===== src/rtl/core/free_list_page_allocator_assert.svh =====
// assertion macros for the free list page allocator
`ifndef FREE_LIST_PAGE_ALLOCATOR_ASSERT_SVH
`define FREE_LIST_PAGE_ALLOCATOR_ASSERT_SVH

// condition holds, consequence must hold in the same cycle
`define FLPA_ASSERT_SAME(label, cond, conseq, msg) \
   label: assert property (@(posedge clock) disable iff (reset) (cond) |-> (conseq)) \
      else $error(msg);

// condition holds, consequence must hold in the next cycle
`define FLPA_ASSERT_NEXT(label, cond, conseq, msg) \
   label: assert property (@(posedge clock) disable iff (reset) (cond) |=> (conseq)) \
      else $error(msg);

`endif


===== src/rtl/core/flpa_pkg.sv =====
// shared types and constants of the free list page allocator
package flpa_pkg;

   localparam int ADDR_W  = 56;
   localparam int REQ_W   = 2;
   localparam int STS_W   = 2;
   localparam int FREE_W  = 16;
   localparam int CSR_IDX_W = 1;

   localparam int MAX_PAGES_DEF  = 32768;
   localparam int PAGE_BYTES_DEF = 4096;

   localparam logic [ADDR_W-1:0] MEM_START_RST = ADDR_W'(64'h0000_0000_8000_0000);
   localparam logic [ADDR_W-1:0] MEM_TOP_RST   = ADDR_W'(64'h0000_0000_8800_0000);

   // request codes
   localparam logic [REQ_W-1:0] REQ_INIT  = 2'd0;
   localparam logic [REQ_W-1:0] REQ_ALLOC = 2'd1;
   localparam logic [REQ_W-1:0] REQ_FREE  = 2'd2;
   localparam logic [REQ_W-1:0] REQ_NOP   = 2'd3;

   // result status codes
   localparam logic [STS_W-1:0] ST_OK    = 2'd0;
   localparam logic [STS_W-1:0] ST_EMPTY = 2'd1;
   localparam logic [STS_W-1:0] ST_BAD   = 2'd2;
   localparam logic [STS_W-1:0] ST_FULL  = 2'd3;

   // register indexes
   localparam logic [CSR_IDX_W-1:0] CSR_MEM_START = 1'd0;
   localparam logic [CSR_IDX_W-1:0] CSR_MEM_TOP   = 1'd1;

   typedef struct packed {
      logic capture;
      logic exec;
      logic init_range;
      logic init_limit;
      logic fill_step;
      logic load_out;
      logic load_read;
   } flpa_cmd_type;

   typedef struct packed {
      logic [REQ_W-1:0] op;
      logic             cnt_zero;
      logic             fill_done;
   } flpa_sts_type;

endpackage


===== src/rtl/core/flpa_ctrl.sv =====
// sequencing state machine of the free list page allocator
module flpa_ctrl (
   input  logic                   clock,
   input  logic                   reset,
   input  logic                   req_valid,
   output logic                   req_ready,
   output logic                   rsp_valid,
   input  logic                   rsp_ready,
   input  flpa_pkg::flpa_sts_type sts,
   output flpa_pkg::flpa_cmd_type cmd
);

   localparam logic [2:0] S_IDLE       = 3'd0;
   localparam logic [2:0] S_EXEC       = 3'd1;
   localparam logic [2:0] S_READ       = 3'd2;
   localparam logic [2:0] S_INIT_RANGE = 3'd3;
   localparam logic [2:0] S_INIT_LIMIT = 3'd4;
   localparam logic [2:0] S_FILL       = 3'd5;

   logic [2:0] state_ff, state_in;
   logic       rsp_valid_ff, rsp_valid_in;
   logic       out_free;

   // output slot is free when empty or drained this cycle
   assign out_free = !rsp_valid_ff || rsp_ready;

   always_comb begin
      state_in  = state_ff;
      cmd       = '0;
      req_ready = 1'b0;
      case (state_ff)
         S_IDLE: begin
            req_ready = 1'b1;
            if (req_valid) begin
               cmd.capture = 1'b1;
               state_in    = S_EXEC;
            end
         end
         S_EXEC: begin
            if (sts.op == flpa_pkg::REQ_INIT) begin
               cmd.exec = 1'b1;
               state_in = S_INIT_RANGE;
            end else if (sts.op == flpa_pkg::REQ_ALLOC && !sts.cnt_zero) begin
               cmd.exec = 1'b1;
               state_in = S_READ;
            end else if (out_free) begin
               cmd.exec     = 1'b1;
               cmd.load_out = 1'b1;
               state_in     = S_IDLE;
            end
         end
         S_READ: begin
            if (out_free) begin
               cmd.load_out  = 1'b1;
               cmd.load_read = 1'b1;
               state_in      = S_IDLE;
            end
         end
         S_INIT_RANGE: begin
            cmd.init_range = 1'b1;
            state_in       = S_INIT_LIMIT;
         end
         S_INIT_LIMIT: begin
            cmd.init_limit = 1'b1;
            state_in       = S_FILL;
         end
         S_FILL: begin
            if (!sts.fill_done) begin
               cmd.fill_step = 1'b1;
            end else if (out_free) begin
               cmd.load_out = 1'b1;
               state_in     = S_IDLE;
            end
         end
         default: begin
            state_in = S_IDLE;
         end
      endcase
   end

   always_comb begin
      if (cmd.load_out) begin
         rsp_valid_in = 1'b1;
      end else if (rsp_ready) begin
         rsp_valid_in = 1'b0;
      end else begin
         rsp_valid_in = rsp_valid_ff;
      end
   end

   always_ff @(posedge clock) begin
      if (reset) begin
         state_ff     <= S_IDLE;
         rsp_valid_ff <= 1'b0;
      end else begin
         state_ff     <= state_in;
         rsp_valid_ff <= rsp_valid_in;
      end
   end

   assign rsp_valid = rsp_valid_ff;

endmodule


===== config.mk =====
export PLATFORM = sky130hd
export DESIGN_NAME = flpa_ctrl
export DESIGN_NICKNAME = d
export VERILOG_FILES = /design/src/rtl/core/free_list_page_allocator_assert.svh /design/src/rtl/core/flpa_pkg.sv /design/src/rtl/core/flpa_ctrl.sv
export SDC_FILE = /design/constraint.sdc
export NUM_CORES = 1
export LEC_CHECK = 0
export BUFFER_PORTS_ARGS = -buffer_cell sky130_fd_sc_hd__buf_4
export CORE_AREA = 8 8 45 47
export CTS_CLUSTER_SIZE = 14
export DETAILED_ROUTE_END_ITERATION = 10
export DIE_AREA = 0 0 53 55
export HOLD_SLACK_MARGIN = 0.03
export PLACE_DENSITY = 0.58
export SLEW_MARGIN = 20
export SYNTH_ARGS = -nofsm -noshare
export SYNTH_HDL_FRONTEND = slang
export SYNTH_SLANG_ARGS = --single-unit

===== constraint.sdc =====
create_clock -name clock -period 1.3 [get_ports clock]
set_clock_uncertainty 0.15 [all_clocks]
set_input_delay 0.26 -clock clock [delete_from_list [all_inputs] [get_ports clock]]
set_output_delay 0.26 -clock clock [all_outputs]
set_load 0.005 [all_outputs]

==> reports/metrics.yaml <==
route.detailed.drc: 0
clock.fmax_ghz: 0.631
grt_overflow: 0
synth_top_family_by_area: "simple AND/OR/NAND/NOR gates"
synth_xor_area_share_pct: 0
synth-simple-area-share_pct: 34.7
antenna_found_initial: 0
ir_drop_mv: 0.336
portBuffers: 16
synth_compound_area_share_pct: 29.8
drive_gt1_share_pct: 69.4
core_sq_mm: 0.00138
num_rows: 14
clkSinkCount: 4
initial_core_util_pct: 21.9
num_antenna_cells: 0
leakage_nw: 0.294
yosysSeqAreaShare_pct: 26.4
synth_top_area_share_pct: 26.4
area_growth_pct: 119
avgViaCountPerCell: 4.82
synth-warning-count: 0
route.met3.wl_um: 99
cts_max_level: 1
critPathBufInv: 3
crit_family: "buffers and inverters"
ys_types: 21
cp_slowest_cell: "dfxtp_4"
synthFlopType: "dfxtp_1"
syn_avg_cell_area_sq_um: 7.39
outcome: "finished, violations left"
critical_path.max_stage_delay_ns: 0.36
finalSetupViolations: 11
die-area_sq_mm: 0.00292
cts_tree: "yes"
netlist_area_sq_um: 303
crit_path_end_kind: "primary output"
path_class: "reg -> out"
ant_nets: 0
path_clk_slew_ns: 0.03
fin_crit_ns: 1.59
die_y_um: 55
met2_length_um: 646
synth_seq_cells: 4
path_common_cell: "buf_4"
violations: "setup timing"
cp.arrival_ns: 1.18
num_vias: 424
cap_violations: 0
initialDrtViolationCount: 3
rsz0062_at_grt: "true"
wire_per_inst_um: 13.7
finalSetupTns_ns: -2.04
dr.max_layer_used: "met4"
finalPower_uw: 457
worst_slack_ns: -0.285
synth_common_cells: "4 x dfxtp_1, 4 x inv_1, 4 x nor3_1, 3 x a21oi_1, 3 x nand2_1"
grt_pass1_wl_mm: 1.67
syn_inst: 41
routed_wl_mm: 1.21
die_width_um: 53
critPathRequiredTime_ns: 0.89
grt_max_degree: 8
synth_fa_ha_area_share_pct: 0
cts_made_buffers: 3
maxSlewViolCount: 0
dp_slack_ns: -0.136
track_usage_pct: 7.55
min_path_type: "in -> reg"
relSlewSlack_pct: 84.3
dp_hpwl_um: 801
whs_ns: 0.0840
cts_buffer_depth: 2
clock_latency_ns: 0.23
hold_viol: 0
cp_max_fo: 6
synth_top_cell_by_area: "dfxtp_1"
layout.nets: 82
synth_edf_count: 0
place.gp.congestion: 0.763
io_pins: 17
cts_root_buffer: "clkbuf_4"
path_cells: "buf_4 > buf_6 > and3_1 > buf_4"
synthArstFlopShare_pct: 0
muxShareOfSynthArea_pct: 0
grt_pass1_vias: 423
syn_nets: 49
worst_pin_slew_ns: 0.235
fin_crit_sh_pct: 122
power_density_mw_per_mm2: 688
synth_area_leaders: "dfxtp_1 26%, nor3_1 6.6%, nor3_2 6.6%, o32ai_1 5.8%, a21oi_1 5.0%"
worstSetupStartpointType: "register"
drt-met1-wl_um: 443
first_pass_iters: 4
## final timing paths
kind / startpoint / to / slack (ns) / cells past startpoint
setup reg to reg: state_ff[2] / state_ff[0] / -0.11 / 5
hold reg to reg: state_ff[0] / state_ff[1] / 0.51 / 2
setup / recovery: state_ff[2] / cmd[3] / -0.29 / 4
hold / removal: reset / rsp_valid / 0.08 / 2
## registers in the layout (all words and copies together) (netlist names)
| signal | cells |
|---|---|
| state_ff | 3 |
| rsp_valid | 1 |
## logic make-up (layout without fill, tap and decap cells)
group | Yosys count | after routing
buf+inv | 6 | 37
simple gates | 18 | 18
flops | 4 | 4
compound gates | 13 | 13
## final cells by class
class / count / area [sq um]
clock buffer: 3 / 22.5
fill: 131 / 719
multi-input combinational: 31 / 279
tap: 16 / 20.0
sequential: 4 / 88.8
inverter: 4 / 17.5
timing repair buffer: 30 / 236
## cell usage in the layout, fill, tap and decap left out, drive strengths merged, types with 2 or more instances in the layout
cell     n
dfxtp    4
and2     2
nor2     2
a31oi    2
nand2b   2
buf     30
a21oi    3
nor3     6
nand2    3
inv      4
o21ai    2
o32ai    2
clkbuf   3
## power breakdown
group          total [mW]  internal, mW  switching [mW]
sequential          0.144         0.130          0.0147
clock               0.146         0.103          0.0428
combinational       0.167        0.0970          0.0705
## metrics by stage
stage	utilization [%]	cells	cell area (sq um)
3_5_place_dp	36.6	81	507
4_1_cts	44.7	87	618
3_3_place_gp	36.6	81	507
5_1_grt	48.0	88	664
2_1_floorplan	-	41	310
6_report	48.0	88	664
## what timing repair did
action,4_1_cts,5_1_grt
setup endpoints to repair,11,11
pin swaps,8,5
setup buffers,3,1
gates resized for setup,17,10
hold buffers,0,0
hold endpoints to repair,0,0
## routing by layer
layer	GRT usage, %	vias up
li1	-	212
met4	3.88	0
met1	6.71	201
met3	2.67	2
met5	0	-
met2	14.6	9
(Power assumes the default switching activity.)
